--- config.mk ---
export PLATFORM = sky130hd
export DESIGN_NAME = telemetry_frame_encoder_crc8_flat
export DESIGN_NICKNAME = d
export VERILOG_FILES = /design/src/hw/rtl/tfe_pkg.sv /design/src/hw/rtl/tfe_rec_if.sv /design/src/hw/rtl/tfe_byte_if.sv /design/src/hw/rtl/tfe_scaler.sv /design/src/hw/rtl/tfe_serializer.sv /design/src/hw/rtl/telemetry_frame_encoder_crc8.sv /design/src/flat_wrapper.sv
export VERILOG_INCLUDE_DIRS = /design/src /design/src/hw/rtl
export SDC_FILE = /design/constraint.sdc
export NUM_CORES = 1
export LEC_CHECK = 0
export BUFFER_PORTS_ARGS = -buffer_cell sky130_fd_sc_hd__clkbuf_2
export CORE_UTILIZATION = 25
export CTS_CLUSTER_SIZE = 25
export DETAILED_ROUTE_END_ITERATION = 8
export GPL_ROUTABILITY_DRIVEN = 0
export PLACE_DENSITY_LB_ADDON = 0.2
export SYNTH_ARGS = -nofsm -noshare
export SYNTH_HDL_FRONTEND = slang
export SYNTH_SLANG_ARGS = --single-unit
--- constraint.sdc ---
create_clock -name clk -period 11.4 [get_ports clk]
set_input_delay 1.14 -clock clk [delete_from_list [all_inputs] [get_ports clk]]
set_output_delay 1.14 -clock clk [all_outputs]
set_load 0.01 [all_outputs]
--- src/hw/rtl/telemetry_frame_encoder_crc8_assert.svh ---
// assertion macros for the telemetry frame encoder
// expects clk and rst_n in the scope where a macro is used
`ifndef TELEMETRY_FRAME_ENCODER_CRC8_ASSERT_SVH
`define TELEMETRY_FRAME_ENCODER_CRC8_ASSERT_SVH

// same-cycle implication
`define TFE_ASSERT_IMP(name, cond, prop, msg) \
    name: assert property (@(posedge clk) disable iff (!rst_n) (cond) |-> (prop)) \
        else $error(msg);

// next-cycle implication
`define TFE_ASSERT_NXT(name, cond, prop, msg) \
    name: assert property (@(posedge clk) disable iff (!rst_n) (cond) |=> (prop)) \
        else $error(msg);

`endif

--- src/hw/rtl/tfe_pkg.sv ---
// shared types, constants and the crc step for the telemetry frame encoder
// no dependencies
package tfe_pkg;

    // record kinds
    localparam logic [1:0] CMD_GPS  = 2'd0;
    localparam logic [1:0] CMD_BATT = 2'd1;
    localparam logic [1:0] CMD_ATT  = 2'd2;
    localparam logic [1:0] CMD_LINK = 2'd3;

    // configuration register indexes
    localparam int unsigned       CFG_IDX_W    = 3;
    localparam logic [CFG_IDX_W-1:0] CFG_ADDR  = 3'd0;
    localparam logic [CFG_IDX_W-1:0] CFG_GPS   = 3'd1;
    localparam logic [CFG_IDX_W-1:0] CFG_BATT  = 3'd2;
    localparam logic [CFG_IDX_W-1:0] CFG_ATT   = 3'd3;
    localparam logic [CFG_IDX_W-1:0] CFG_LINK  = 3'd4;

    // register reset values
    localparam logic [7:0] RST_ADDR = 8'd234;
    localparam logic [7:0] RST_GPS  = 8'd2;
    localparam logic [7:0] RST_BATT = 8'd8;
    localparam logic [7:0] RST_ATT  = 8'd30;
    localparam logic [7:0] RST_LINK = 8'd20;

    // length bytes: type + payload + crc
    localparam logic [7:0] LEN_GPS  = 8'd17;
    localparam logic [7:0] LEN_BATT = 8'd10;
    localparam logic [7:0] LEN_ATT  = 8'd8;
    localparam logic [7:0] LEN_LINK = 8'd12;

    // crc polynomial
    localparam logic [7:0] CRC_POLY = 8'hD5;

    // scale factors: battery x100, attitude 10000*pi/360 in q.24
    localparam logic [7:0]  BATT_FACTOR = 8'd100;
    localparam logic [31:0] ATT_FACTOR  = 32'd1464088293;

    // type byte plus the longest payload
    localparam int unsigned BODY_BYTES = 16;
    localparam int unsigned BODY_W     = BODY_BYTES * 8;

    // frame handed to the serializer
    typedef struct packed {
        logic [7:0]        addr;
        logic [7:0]        len;
        logic [BODY_W-1:0] body;
    } tfe_frame_t;

    // scaler request
    typedef struct packed {
        logic start;
        logic is_att;
    } tfe_scl_ctl_t;

    // scaler result
    typedef struct packed {
        logic        done;
        logic [15:0] value;
    } tfe_scl_sts_t;

    // one byte of crc-8, msb first
    function automatic logic [7:0] crc8_byte(input logic [7:0] crc, input logic [7:0] b);
        logic [7:0] c;
        c = crc ^ b;
        for (int i = 0; i < 8; i++)
        begin
            if (c[7])
                c = {c[6:0], 1'b0} ^ CRC_POLY;
            else
                c = {c[6:0], 1'b0};
        end
        return c;
    endfunction

endpackage

--- src/hw/rtl/tfe_rec_if.sv ---
// telemetry record channel: valid, ready and the record fields
// no dependencies
interface tfe_rec_if;
    logic               valid;
    logic               ready;
    logic [1:0]         cmd;
    logic signed [31:0] wide_a;
    logic signed [31:0] wide_b;
    logic signed [31:0] wide_c;
    logic [15:0]        half_a;
    logic [15:0]        half_b;
    logic [15:0]        half_c;
    logic [7:0]         small_a;

    modport source (
        output valid, cmd, wide_a, wide_b, wide_c, half_a, half_b, half_c, small_a,
        input  ready
    );
    modport sink (
        input  valid, cmd, wide_a, wide_b, wide_c, half_a, half_b, half_c, small_a,
        output ready
    );
endinterface

--- src/hw/rtl/tfe_byte_if.sv ---
// frame byte channel: valid, ready, byte and end-of-frame mark
// no dependencies
interface tfe_byte_if;
    logic       valid;
    logic       ready;
    logic [7:0] frame_byte;
    logic       last_byte;

    modport source (output valid, frame_byte, last_byte, input ready);
    modport sink (input valid, frame_byte, last_byte, output ready);
endinterface

--- src/hw/rtl/tfe_scaler.sv ---
// digit-serial fixed-point scaler: signed raw times a constant, one byte of
// the constant per cycle, then round to nearest even; depends on tfe_pkg
module tfe_scaler (
    input  logic                 clk,
    input  logic                 rst_n,
    input  tfe_pkg::tfe_scl_ctl_t ctl,
    input  logic signed [31:0]   raw,
    output tfe_pkg::tfe_scl_sts_t sts
);
    import tfe_pkg::*;

    logic               busy_reg, busy_next;
    logic               rnd_reg, rnd_next;
    logic               done_reg, done_next;
    logic [1:0]         k_reg, k_next;
    logic               att_reg, att_next;
    logic signed [31:0] raw_reg, raw_next;
    logic [63:0]        acc_reg, acc_next;
    logic [15:0]        res_reg, res_next;

    logic [7:0]         digit;
    logic signed [8:0]  digit_s;
    logic signed [40:0] partial;
    logic [63:0]        partial_x;
    logic [63:0]        partial_sh;
    logic [1:0]         k_last;
    logic [7:0]         b_rem;
    logic [31:0]        a_rem;
    logic               b_inc, a_inc, b_sat, b_nonpos;
    logic [16:0]        b_sum;
    logic [15:0]        b_val, a_val;

    // current digit of the constant
    always_comb
    begin
        digit      = att_reg ? ATT_FACTOR[{k_reg, 3'b000} +: 8] : BATT_FACTOR;
        digit_s    = $signed({1'b0, digit});
        partial    = raw_reg * digit_s;
        partial_x  = {{23{partial[40]}}, partial};
        partial_sh = partial_x << {k_reg, 3'b000};
        k_last     = att_reg ? 2'd3 : 2'd0;
    end

    // battery: q.8 product, round, clamp to 0..65535
    always_comb
    begin
        b_rem    = acc_reg[7:0];
        b_inc    = (b_rem > 8'd128) || ((b_rem == 8'd128) && acc_reg[8]);
        b_sum    = {1'b0, acc_reg[23:8]} + {16'd0, b_inc};
        b_nonpos = acc_reg[63] || (acc_reg == 64'd0);
        b_sat    = (acc_reg[62:24] != 39'd0) || b_sum[16];
        if (b_nonpos)
            b_val = 16'd0;
        else if (b_sat)
            b_val = 16'hFFFF;
        else
            b_val = b_sum[15:0];
    end

    // attitude: q.32 product, round, wrap to 16 bits
    always_comb
    begin
        a_rem = acc_reg[31:0];
        a_inc = (a_rem > 32'h8000_0000) || ((a_rem == 32'h8000_0000) && acc_reg[32]);
        a_val = acc_reg[47:32] + {15'd0, a_inc};
    end

    // sequencing: load, accumulate digits, round
    always_comb
    begin
        busy_next = busy_reg;
        rnd_next  = rnd_reg;
        done_next = 1'b0;
        k_next    = k_reg;
        att_next  = att_reg;
        raw_next  = raw_reg;
        acc_next  = acc_reg;
        res_next  = res_reg;
        if (!busy_reg)
        begin
            if (ctl.start)
            begin
                busy_next = 1'b1;
                rnd_next  = 1'b0;
                k_next    = 2'd0;
                att_next  = ctl.is_att;
                raw_next  = raw;
                acc_next  = 64'd0;
            end
        end
        else if (rnd_reg)
        begin
            res_next  = att_reg ? a_val : b_val;
            done_next = 1'b1;
            busy_next = 1'b0;
            rnd_next  = 1'b0;
        end
        else
        begin
            acc_next = acc_reg + partial_sh;
            if (k_reg == k_last)
                rnd_next = 1'b1;
            else
                k_next = k_reg + 2'd1;
        end
    end

    // control state
    always_ff @(posedge clk or negedge rst_n)
    begin
        if (!rst_n)
        begin
            busy_reg <= 1'b0;
            rnd_reg  <= 1'b0;
            done_reg <= 1'b0;
        end
        else
        begin
            busy_reg <= busy_next;
            rnd_reg  <= rnd_next;
            done_reg <= done_next;
        end
    end

    // datapath
    always_ff @(posedge clk)
    begin
        k_reg   <= k_next;
        att_reg <= att_next;
        raw_reg <= raw_next;
        acc_reg <= acc_next;
        res_reg <= res_next;
    end

    assign sts.done  = done_reg;
    assign sts.value = res_reg;

endmodule

--- src/hw/rtl/tfe_serializer.sv ---
// byte serializer: shifts out one frame byte per cycle while frame is ready,
// through an output register, and appends the running crc-8; depends on tfe_pkg, tfe_byte_if
module tfe_serializer (
    input  logic                clk,
    input  logic                rst_n,
    input  logic                load,
    input  tfe_pkg::tfe_frame_t desc,
    output logic                idle,
    tfe_byte_if.source          frame
);
    import tfe_pkg::*;

    localparam int unsigned SH_W = BODY_W + 16;

    logic            busy_reg, busy_next;
    logic            valid_reg, valid_next;
    logic [SH_W-1:0] sh_reg, sh_next;
    logic [4:0]      cnt_reg, cnt_next;
    logic [4:0]      nbytes_reg, nbytes_next;
    logic [7:0]      crc_reg, crc_next;
    logic [7:0]      byte_reg, byte_next;
    logic            last_reg, last_next;
    logic            adv;
    logic [7:0]      head;

    assign head = sh_reg[SH_W-1 -: 8];
    assign adv  = busy_reg && (!valid_reg || frame.ready);

    // next byte into the output register
    always_comb
    begin
        busy_next   = busy_reg;
        valid_next  = valid_reg;
        sh_next     = sh_reg;
        cnt_next    = cnt_reg;
        nbytes_next = nbytes_reg;
        crc_next    = crc_reg;
        byte_next   = byte_reg;
        last_next   = last_reg;
        if (load)
        begin
            busy_next   = 1'b1;
            sh_next     = {desc.addr, desc.len, desc.body};
            cnt_next    = 5'd0;
            nbytes_next = desc.len[4:0] + 5'd1;
            crc_next    = 8'd0;
        end
        else
        begin
            if (valid_reg && frame.ready)
                valid_next = 1'b0;
            if (adv)
            begin
                valid_next = 1'b1;
                if (cnt_reg == nbytes_reg)
                begin
                    byte_next = crc_reg;
                    last_next = 1'b1;
                    busy_next = 1'b0;
                end
                else
                begin
                    byte_next = head;
                    last_next = 1'b0;
                    sh_next   = {sh_reg[SH_W-9:0], 8'd0};
                    cnt_next  = cnt_reg + 5'd1;
                    // address and length stay out of the crc
                    if (cnt_reg >= 5'd2)
                        crc_next = crc8_byte(crc_reg, head);
                end
            end
        end
    end

    // control state
    always_ff @(posedge clk or negedge rst_n)
    begin
        if (!rst_n)
        begin
            busy_reg  <= 1'b0;
            valid_reg <= 1'b0;
        end
        else
        begin
            busy_reg  <= busy_next;
            valid_reg <= valid_next;
        end
    end

    // datapath
    always_ff @(posedge clk)
    begin
        sh_reg     <= sh_next;
        cnt_reg    <= cnt_next;
        nbytes_reg <= nbytes_next;
        crc_reg    <= crc_next;
        byte_reg   <= byte_next;
        last_reg   <= last_next;
    end

    assign idle             = !busy_reg && !valid_reg;
    assign frame.valid      = valid_reg;
    assign frame.frame_byte = byte_reg;
    assign frame.last_byte  = last_reg;

endmodule

--- src/hw/rtl/telemetry_frame_encoder_crc8.sv ---
// telemetry frame encoder with crc-8, top level
// depends on tfe_pkg, tfe_rec_if, tfe_byte_if, tfe_scaler, tfe_serializer
//
// Usage: one telemetry record is taken on telem (valid/ready) and turned into
// one byte frame on frame (valid/ready): address, length, type, big-endian
// payload and a crc-8 (poly 0xD5, init 0) over type and payload; last_byte
// marks the crc byte. Registers are written through cfg_wr_en/cfg_index/
// cfg_wdata, by the user only while the block is idle (the block itself
// leaves this unchecked); indexes past the list are ignored.
// One record at a time: telem.ready is high only between frames.
// Battery and attitude records take one scaling pass per value on the
// shared digit-serial multiplier, which takes one byte of the constant
// per cycle; gps and link records go straight to the load state. The
// serializer sends one byte per cycle while frame is ready.
// A stall on frame holds the output register and the serializer; nothing is
// lost. Reset clears all control state and loads the register defaults.
module telemetry_frame_encoder_crc8 (
    input  logic                           clk,
    input  logic                           rst_n,
    input  logic                           cfg_wr_en,
    input  logic [tfe_pkg::CFG_IDX_W-1:0]  cfg_index,
    input  logic [7:0]                     cfg_wdata,
    tfe_rec_if.sink                        telem,
    tfe_byte_if.source                     frame
);
    import tfe_pkg::*;

    `include "telemetry_frame_encoder_crc8_assert.svh"

    localparam logic [2:0] S_IDLE  = 3'd0;
    localparam logic [2:0] S_START = 3'd1;
    localparam logic [2:0] S_WAIT  = 3'd2;
    localparam logic [2:0] S_LOAD  = 3'd3;
    localparam logic [2:0] S_SEND  = 3'd4;

    logic [2:0]  state_reg, state_next;
    logic [1:0]  idx_reg, idx_next;
    logic [7:0]  addr_reg, gps_reg, batt_reg, att_reg, link_reg;

    logic [1:0]         cmd_reg;
    logic signed [31:0] wa_reg, wb_reg, wc_reg;
    logic [15:0]        ha_reg, hb_reg, hc_reg;
    logic [7:0]         sa_reg;
    logic [15:0]        v0_reg, v1_reg, v2_reg;

    logic               accept;
    logic               ser_idle;
    logic               ser_load;
    tfe_frame_t         desc;
    tfe_scl_ctl_t       scl_ctl;
    tfe_scl_sts_t       scl_sts;
    logic signed [31:0] scl_raw;
    logic [1:0]         idx_last;

    assign telem.ready = (state_reg == S_IDLE);
    assign accept      = telem.valid && telem.ready;

    // configuration registers
    always_ff @(posedge clk or negedge rst_n)
    begin
        if (!rst_n)
        begin
            addr_reg <= RST_ADDR;
            gps_reg  <= RST_GPS;
            batt_reg <= RST_BATT;
            att_reg  <= RST_ATT;
            link_reg <= RST_LINK;
        end
        else if (cfg_wr_en)
        begin
            unique case (cfg_index)
                CFG_ADDR: addr_reg <= cfg_wdata;
                CFG_GPS:  gps_reg  <= cfg_wdata;
                CFG_BATT: batt_reg <= cfg_wdata;
                CFG_ATT:  att_reg  <= cfg_wdata;
                CFG_LINK: link_reg <= cfg_wdata;
                default:  ;
            endcase
        end
    end

    // record capture
    always_ff @(posedge clk)
    begin
        if (accept)
        begin
            cmd_reg <= telem.cmd;
            wa_reg  <= telem.wide_a;
            wb_reg  <= telem.wide_b;
            wc_reg  <= telem.wide_c;
            ha_reg  <= telem.half_a;
            hb_reg  <= telem.half_b;
            hc_reg  <= telem.half_c;
            sa_reg  <= telem.small_a;
        end
    end

    // scaled values land by index
    always_ff @(posedge clk)
    begin
        if (state_reg == S_WAIT && scl_sts.done)
        begin
            unique case (idx_reg)
                2'd0:    v0_reg <= scl_sts.value;
                2'd1:    v1_reg <= scl_sts.value;
                default: v2_reg <= scl_sts.value;
            endcase
        end
    end

    // scaler request
    always_comb
    begin
        unique case (idx_reg)
            2'd0:    scl_raw = wa_reg;
            2'd1:    scl_raw = wb_reg;
            default: scl_raw = wc_reg;
        endcase
        scl_ctl.start  = (state_reg == S_START);
        scl_ctl.is_att = (cmd_reg == CMD_ATT);
        idx_last       = (cmd_reg == CMD_ATT) ? 2'd2 : 2'd1;
    end

    // frame layout per record kind
    always_comb
    begin
        desc.addr = addr_reg;
        unique case (cmd_reg)
            CMD_GPS:
            begin
                desc.len  = LEN_GPS;
                desc.body = {gps_reg, wa_reg, wb_reg, ha_reg, hb_reg, hc_reg, sa_reg};
            end
            CMD_BATT:
            begin
                desc.len  = LEN_BATT;
                desc.body = {batt_reg, v0_reg, v1_reg, wc_reg[23:0], sa_reg, 56'd0};
            end
            CMD_ATT:
            begin
                desc.len  = LEN_ATT;
                desc.body = {att_reg, v0_reg, v1_reg, v2_reg, 72'd0};
            end
            default:
            begin
                desc.len  = LEN_LINK;
                desc.body = {link_reg, wa_reg, wb_reg, ha_reg, 40'd0};
            end
        endcase
    end

    assign ser_load = (state_reg == S_LOAD);

    // record sequencer
    always_comb
    begin
        state_next = state_reg;
        idx_next   = idx_reg;
        unique case (state_reg)
            S_IDLE:
            begin
                if (accept)
                begin
                    idx_next = 2'd0;
                    if (telem.cmd == CMD_BATT || telem.cmd == CMD_ATT)
                        state_next = S_START;
                    else
                        state_next = S_LOAD;
                end
            end
            S_START:
                state_next = S_WAIT;
            S_WAIT:
            begin
                if (scl_sts.done)
                begin
                    if (idx_reg == idx_last)
                        state_next = S_LOAD;
                    else
                    begin
                        idx_next   = idx_reg + 2'd1;
                        state_next = S_START;
                    end
                end
            end
            S_LOAD:
                state_next = S_SEND;
            S_SEND:
            begin
                if (ser_idle)
                    state_next = S_IDLE;
            end
            default:
                state_next = S_IDLE;
        endcase
    end

    always_ff @(posedge clk or negedge rst_n)
    begin
        if (!rst_n)
        begin
            state_reg <= S_IDLE;
            idx_reg   <= 2'd0;
        end
        else
        begin
            state_reg <= state_next;
            idx_reg   <= idx_next;
        end
    end

    tfe_scaler u_scaler (
        .clk   (clk),
        .rst_n (rst_n),
        .ctl   (scl_ctl),
        .raw   (scl_raw),
        .sts   (scl_sts)
    );

    tfe_serializer u_serializer (
        .clk   (clk),
        .rst_n (rst_n),
        .load  (ser_load),
        .desc  (desc),
        .idle  (ser_idle),
        .frame (frame)
    );

    // checks
    `TFE_ASSERT_IMP(a_ready_only_when_drained, telem.ready, ser_idle, "record taken mid-frame")
    `TFE_ASSERT_IMP(a_scale_done_in_wait, scl_sts.done, state_reg == S_WAIT, "stray scaler result")
    `TFE_ASSERT_IMP(a_bytes_only_in_send, frame.valid, state_reg == S_SEND, "byte outside send")
    `TFE_ASSERT_NXT(a_load_starts_send, ser_load, !ser_idle, "serializer did not start on load")

endmodule

--- src/flat_wrapper.sv ---
// flat-port wrapper written by rule: the top's interface ports become plain ports
module telemetry_frame_encoder_crc8_flat import tfe_pkg::*;
  (clk, rst_n, cfg_wr_en, cfg_index, cfg_wdata, telem_valid, telem_cmd, telem_wide_a, telem_wide_b, telem_wide_c, telem_half_a, telem_half_b, telem_half_c, telem_small_a, telem_ready, frame_valid, frame_frame_byte, frame_last_byte, frame_ready);
  tfe_rec_if telem_i ();
  tfe_byte_if frame_i ();
  input  logic clk;
  input  logic rst_n;
  input  logic cfg_wr_en;
  input  logic [tfe_pkg::CFG_IDX_W-1:0] cfg_index;
  input  logic [7:0] cfg_wdata;
  input wire logic [$bits(telem_i.valid)-1:0] telem_valid;
  input wire logic [$bits(telem_i.cmd)-1:0] telem_cmd;
  input wire logic [$bits(telem_i.wide_a)-1:0] telem_wide_a;
  input wire logic [$bits(telem_i.wide_b)-1:0] telem_wide_b;
  input wire logic [$bits(telem_i.wide_c)-1:0] telem_wide_c;
  input wire logic [$bits(telem_i.half_a)-1:0] telem_half_a;
  input wire logic [$bits(telem_i.half_b)-1:0] telem_half_b;
  input wire logic [$bits(telem_i.half_c)-1:0] telem_half_c;
  input wire logic [$bits(telem_i.small_a)-1:0] telem_small_a;
  output wire logic [$bits(telem_i.ready)-1:0] telem_ready;
  output wire logic [$bits(frame_i.valid)-1:0] frame_valid;
  output wire logic [$bits(frame_i.frame_byte)-1:0] frame_frame_byte;
  output wire logic [$bits(frame_i.last_byte)-1:0] frame_last_byte;
  input wire logic [$bits(frame_i.ready)-1:0] frame_ready;
  assign telem_i.valid = telem_valid;
  assign telem_i.cmd = telem_cmd;
  assign telem_i.wide_a = telem_wide_a;
  assign telem_i.wide_b = telem_wide_b;
  assign telem_i.wide_c = telem_wide_c;
  assign telem_i.half_a = telem_half_a;
  assign telem_i.half_b = telem_half_b;
  assign telem_i.half_c = telem_half_c;
  assign telem_i.small_a = telem_small_a;
  assign telem_ready = telem_i.ready;
  assign frame_valid = frame_i.valid;
  assign frame_frame_byte = frame_i.frame_byte;
  assign frame_last_byte = frame_i.last_byte;
  assign frame_i.ready = frame_ready;
  telemetry_frame_encoder_crc8 u_core (.clk(clk), .rst_n(rst_n), .cfg_wr_en(cfg_wr_en), .cfg_index(cfg_index), .cfg_wdata(cfg_wdata), .telem(telem_i), .frame(frame_i));
endmodule
# == Word level (Yosys, flattened, before mapping) ==
# Index checks and enable logic that the tools add are counted.
# op_classes
n_addsub,7
multipliers,1
order_cmp,3
n_eq_ne,25
n_shift,2
muxes,80
n_bitwise,13
reduce_logical,47
# ops
cell,n
$mux W144,3
$pmux W133 S3,1
$mux W8,38
$mux W64,3
$add A64 B64 Y64,1
$logic_not A64 Y1,1
$pmux W32 S2,1
$shl A64 B5 Y64,1
$mux W16,3
$mul A32 B9 Y41,1
$not A5 Y5,8
$reduce_bool A39 Y1,1
$eq A32 B32 Y1 const B,1
$gt A32 B32 Y1 const B,1
$reduce_and A2 Y1,16
$shiftx A32 B6 Y8 const A,1
$mux W2,11
$add A16 B1 Y17,1
$add A16 B1 Y16,1
$mux W1,15
$pmux W3 S5,1
$eq A3 B2 Y1 const B,4
$add A5 B1 Y5 const B,2
$ne A2 B2 Y1 const B,5
24 further kinds,57
# word_totals
ff_bits,538
in_bits,170
out_inout_bits,11
word_cells,212

# == Logic depth before layout (Yosys ltp) ==
# depth
depth_word,45
mapped_depth,36
mapped_depth_nobuf,32

# == Hierarchy ==
# From an unflattened synthesis, not the netlist that was laid out.
# unflattened
hier_cells,3101
hier_area_um2,35709.2
# modules_own_cells
mod,n_inst,cells_per_inst,area_each_um2,seq_area_each_um2
tfe_scaler,1,1986,17705.7,3528.4
telemetry_frame_encoder_crc8,1,671,10448.8,7208.2
tfe_serializer,1,444,7554.7,5054.8

# == Worst setup path after synthesis ==
# Ideal clock, no wire load.
# synth_timing
kind,register to register
from,register u_core.u_scaler.k_reg[0]
to,"register u_core.u_scaler.acc_reg[63], data pin"
setup_time_ns,0.263
arrival_ns,8.777
required_time_ns,11.137
path_slack_ns,2.360
stages_incl_launch_ff,35
n_path_buf,6
synth_period_minus_slack_ns,9.040
path_cell_list,edfxtp_1 -> clkbuf_1 -> clkinv_1 -> buf_1 -> clkbuf_1 -> ha_1 -> nor2b_1 -> clkbuf_1 -> and2_1 -> fa_1 -> fa_1 -> fa_1 -> inv_1 -> fa_1 -> inv_1 -> ha_1 -> buf_6 -> a211oi_2 -> o21ai_1 -> o311ai_2 -> o21ai_2 -> o21ba_1 -> a21o_1 -> a21oi_2 -> xnor2_1 -> mux4_2 -> ha_1 -> clkbuf_1 -> nand3_1 -> o41ai_2 -> nand4_1 -> a2111oi_2 -> o211ai_1 -> a211oi_1 -> nor3b_2
# synth_between
elab_chain_len,7
# synth_rtl
item,line,source
from (decl),tfe_scaler.sv:15,"logic [1:0] k_reg, k_next;"
from (signal assigned),tfe_scaler.sv:128,k_reg <= k_next;
$shiftx A32 B6 Y8,tfe_scaler.sv:36,"digit = att_reg ? ATT_FACTOR[{k_reg, 3'b000} +: 8] : BATT_FACTOR;"
$mux W8,tfe_scaler.sv:36,
$mul A32 B9 Y41,tfe_scaler.sv:38,partial = raw_reg * digit_s;
$shl A64 B5 Y64 *,tfe_scaler.sv:40,"partial_sh = partial_x << {k_reg, 3'b000};"
$add A64 B64 Y64 *,tfe_scaler.sv:100,acc_next = acc_reg + partial_sh;
$mux W64 *,tfe_scaler.sv:91,else if (rnd_reg)
$mux W64 *,tfe_scaler.sv:79,if (!busy_reg)
to (signal assigned),tfe_scaler.sv:131,acc_reg <= acc_next;
to (decl),tfe_scaler.sv:18,"logic [63:0] acc_reg, acc_next;"
# Every way passes the cells marked *; elsewhere a longest branch is shown, timed or not. The select of a mux whose other input is x is not followed.
# A chain may end at the register's enable or synchronous reset.

# == Worst setup path after layout ==
# Same ends and word-level chain as after synthesis.

==> out/metrics.csv <==
stage;metric;value;unit
critical_path;reg2reg_slack;1.43;ns
grt;grt.overflow.total;0;
clock_tree;cts_num_sinks;538;
clock_tree;htreeDepth;3;
sta;finalMaxSlewViolations;0;
critical_path;path_class;register to register;
yosys;synth_warnings;0;
floorplanning;die_x;376;microns
yosys;synth_cell_types;96;
placed_design;dp_hpwl;80600;microns
grt;grt_max_degree;112;
flow_run;cap_violations;0;
yosys;synth_area;34900;sq um
yosys;ys_seq_area_share;45.2;%
critical_path;crit_path_max_incr_delay;0.61;ns
sta;fin_worst_skew;0.0348;ns
detailed_routing;antenna_left;0;
detailed_routing;via_per_inst;4.65;
clock_tree;cts_inserted_buffers;68;
finish;drive_above_1_share;13.2;%
clock_tree;clock_latency;0.66;ns
detailed_routing;wl_per_cell;20.6;microns
floorplanning;ios;181;
finish;utilization;29.0;%
critical_path;rr_startpoint;u_core.u_scaler.k_reg[0];
floorplanning;design.core.area;138000;sq um
sta;fin_crit_sh;87.4;%
placed_design;dp_cells;5122;
grt;track_usage;15.2;%
worst_hold_path;hold_path_class;register to register;
placed_design;dpl_cell_area;37800;sq um
sta;fmax;0.100;GHz
yosys;syn_inst;3210;
clock_tree;clk_pin_slew;0.06;ns
critical_path;cp_common_cell;fa_1;
finish;layout.cells.non_filler;5246;
yosys;synthFlopType;edfxtp_1;
status;outcome;finished, final reports clean;
floorplanning;die_h;376;microns
floorplanning;rows;136;
finish;synthToLayoutAreaGrowth;14.4;%
clock_tree;hold_buffers;0;
detailed_routing;drc;0;
grt;grt_pass1_wl;162000;microns
clock_tree;cts_setup_buffers;0;
clock_tree;cts_tree;done;
critical_path;cpLargestDelayFamily;compound AO/OA/AOI/OAI gates;
finish;multiInputGateArea;17700;sq um
critical_path;critPathBufInv;6;
critical_path;critical_path.max_fanout;37;
worst_hold_path;min_to;u_core.u_serializer.sh_reg[39];
yosys;synth-edff-count;475;
yosys;synth_seq_cells;538;
critical_path;rr_endpoint;u_core.u_scaler.acc_reg[63];
finish;finish.net_count;3853;
detailed_routing;num_vias;24400;
sta;relSlewSlack;25.8;%
sta;hold_violations;0;
worst_hold_path;hold_depth;2;
critical_path;endpoint_kind;register;
sta;setup_viol_count_final;0;
finish;final_common_cell;edfxtp_1;
sta;tns;0;ns
critical_path;required;11.78;ns
placed_design;numPortBuffers;180;
sta;worstMarginPinSlew;1.11;ns
floorplanning;die_area;141000;sq um
clock_tree;cts_max_path_buffers;3;
sta;fin_crit;9.97;ns
yosys;async_flop_share;9.29;%
critical_path;crit_arrival;10.35;ns
floorplanning;start_util;25.3;%
detailed_routing;drt_iter0_markers;1752;
sta;rsz0062_at_grt;false;
finish;largest_register_ffs;144;
detailed_routing;wirelength;108000;microns
critical_path;cpMaxStageDelayCell;a2111oi_2;
clock_tree;cts-root-buf;clkbuf_16;
finish;final_cell_mix;edfxtp_1 (475), nand2_1 (409), inv_1 (233), ha_1 (189), clkbuf_2 (180);
detailed_routing;drtPass1Iterations;5;
critical_path;r2r_cells;31;
yosys;synth_nets;3734;
grt;grt_pass1_vias;24500;
clock_tree;cts_resized;0;
worst_hold_path;hold_start;u_core.u_serializer.sh_reg[31];
critical_path;critPathLaunchType;register;
finish;postLayoutCellArea;40000;sq um
yosys;syn_area_per_cell;10.9;sq um
finish;seq_area;15800;sq um
grt;antenna_found_initial;5;
finish;num-fill-cells;14400;
## cells by family after synthesis
family	Yosys count	synth area share (%)
compound gates	575	10.9
fa+ha+maj	354	16.2
buf+inv	398	4.45
mux	174	5.65
flops	538	45.2
xor+xnor	149	3.73
simple gates	1022	13.9
## worst reg2reg max path, delay by kind of cell, from the launching register on
family	cells	cell delay, ns
AND/OR/NAND/NOR	5	0.95
multiplexers	1	0.58
AO/OA/AOI/OAI	11	3.24
XOR/XNOR	1	0.16
adder cells (fa/ha/maj)	7	3.21
flip-flops	1	0.32
buffers and inverters	6	1.24
## worst max path at each step
stage | to | slack, ns | depth (start not counted) | from
after floorplan | u_core.u_scaler.acc_reg[63] | 2.36 | 34 | u_core.u_scaler.k_reg[0]
after global placement | u_core.u_scaler.acc_reg[63] | 1.59 | 31 | u_core.u_scaler.k_reg[0]
after detailed placement | u_core.u_scaler.acc_reg[63] | 1.56 | 31 | u_core.u_scaler.k_reg[0]
after CTS | u_core.u_scaler.acc_reg[63] | 1.51 | 31 | u_core.u_scaler.k_reg[0]
after global routing | u_core.u_scaler.acc_reg[63] | 0.80 | 31 | u_core.u_scaler.k_reg[0]
final | u_core.u_scaler.acc_reg[63] | 1.43 | 31 | u_core.u_scaler.k_reg[0]
## synth_stat cells, drive strengths merged, types with 23 or more instances
master | instances | area, sq um
xnor2 | 93 | 815
edfxtp | 475 | 14300
mux2 | 73 | 822
clkbuf | 135 | 518
and3 | 57 | 357
nand2 | 409 | 1540
xor2 | 56 | 490
a21o | 60 | 454
and2 | 124 | 777
nor2 | 167 | 629
a21oi | 147 | 743
nand3 | 75 | 375
mux2i | 90 | 905
fa | 164 | 3280
a22oi | 38 | 285
nor3 | 32 | 171
dfrtp | 37 | 926
o21ai | 148 | 744
nand4 | 43 | 269
nor2b | 44 | 275
ha | 190 | 2380
inv | 238 | 893
buf | 23 | 136
## layout make-up
class	instances	share of cell area (%)
sequential	538	39.5
timing repair buffer	207	2.76
multi-input combinational	2274	44.2
clock buffer	95	4.63
clock inverter	28	0.860
antenna	1	0.00626
inverter	240	2.27
tap	1863	5.83
## per-stage QoR
step	hold WS [ns]	worst slack (ns)
after floorplan	0.440	2.36
after global placement	0.487	1.59
after detailed placement	0.487	1.56
after CTS	0.484	1.51
after global routing	0.501	0.802
final	0.490	1.43
## layer usage
layer  global-route usage, %  vias up  share of wire, %
li1                        -    11600                 -
met1                    22.6    12200                50
met2                    23.0      485                44
met3                    2.47      102               4.3
met4                    2.91        0               1.5
met5                       0        -                 0
Power is left out: the tool's default activity adds up to more than one toggle a clock period on the data nets, which glitch-free logic cannot reach.
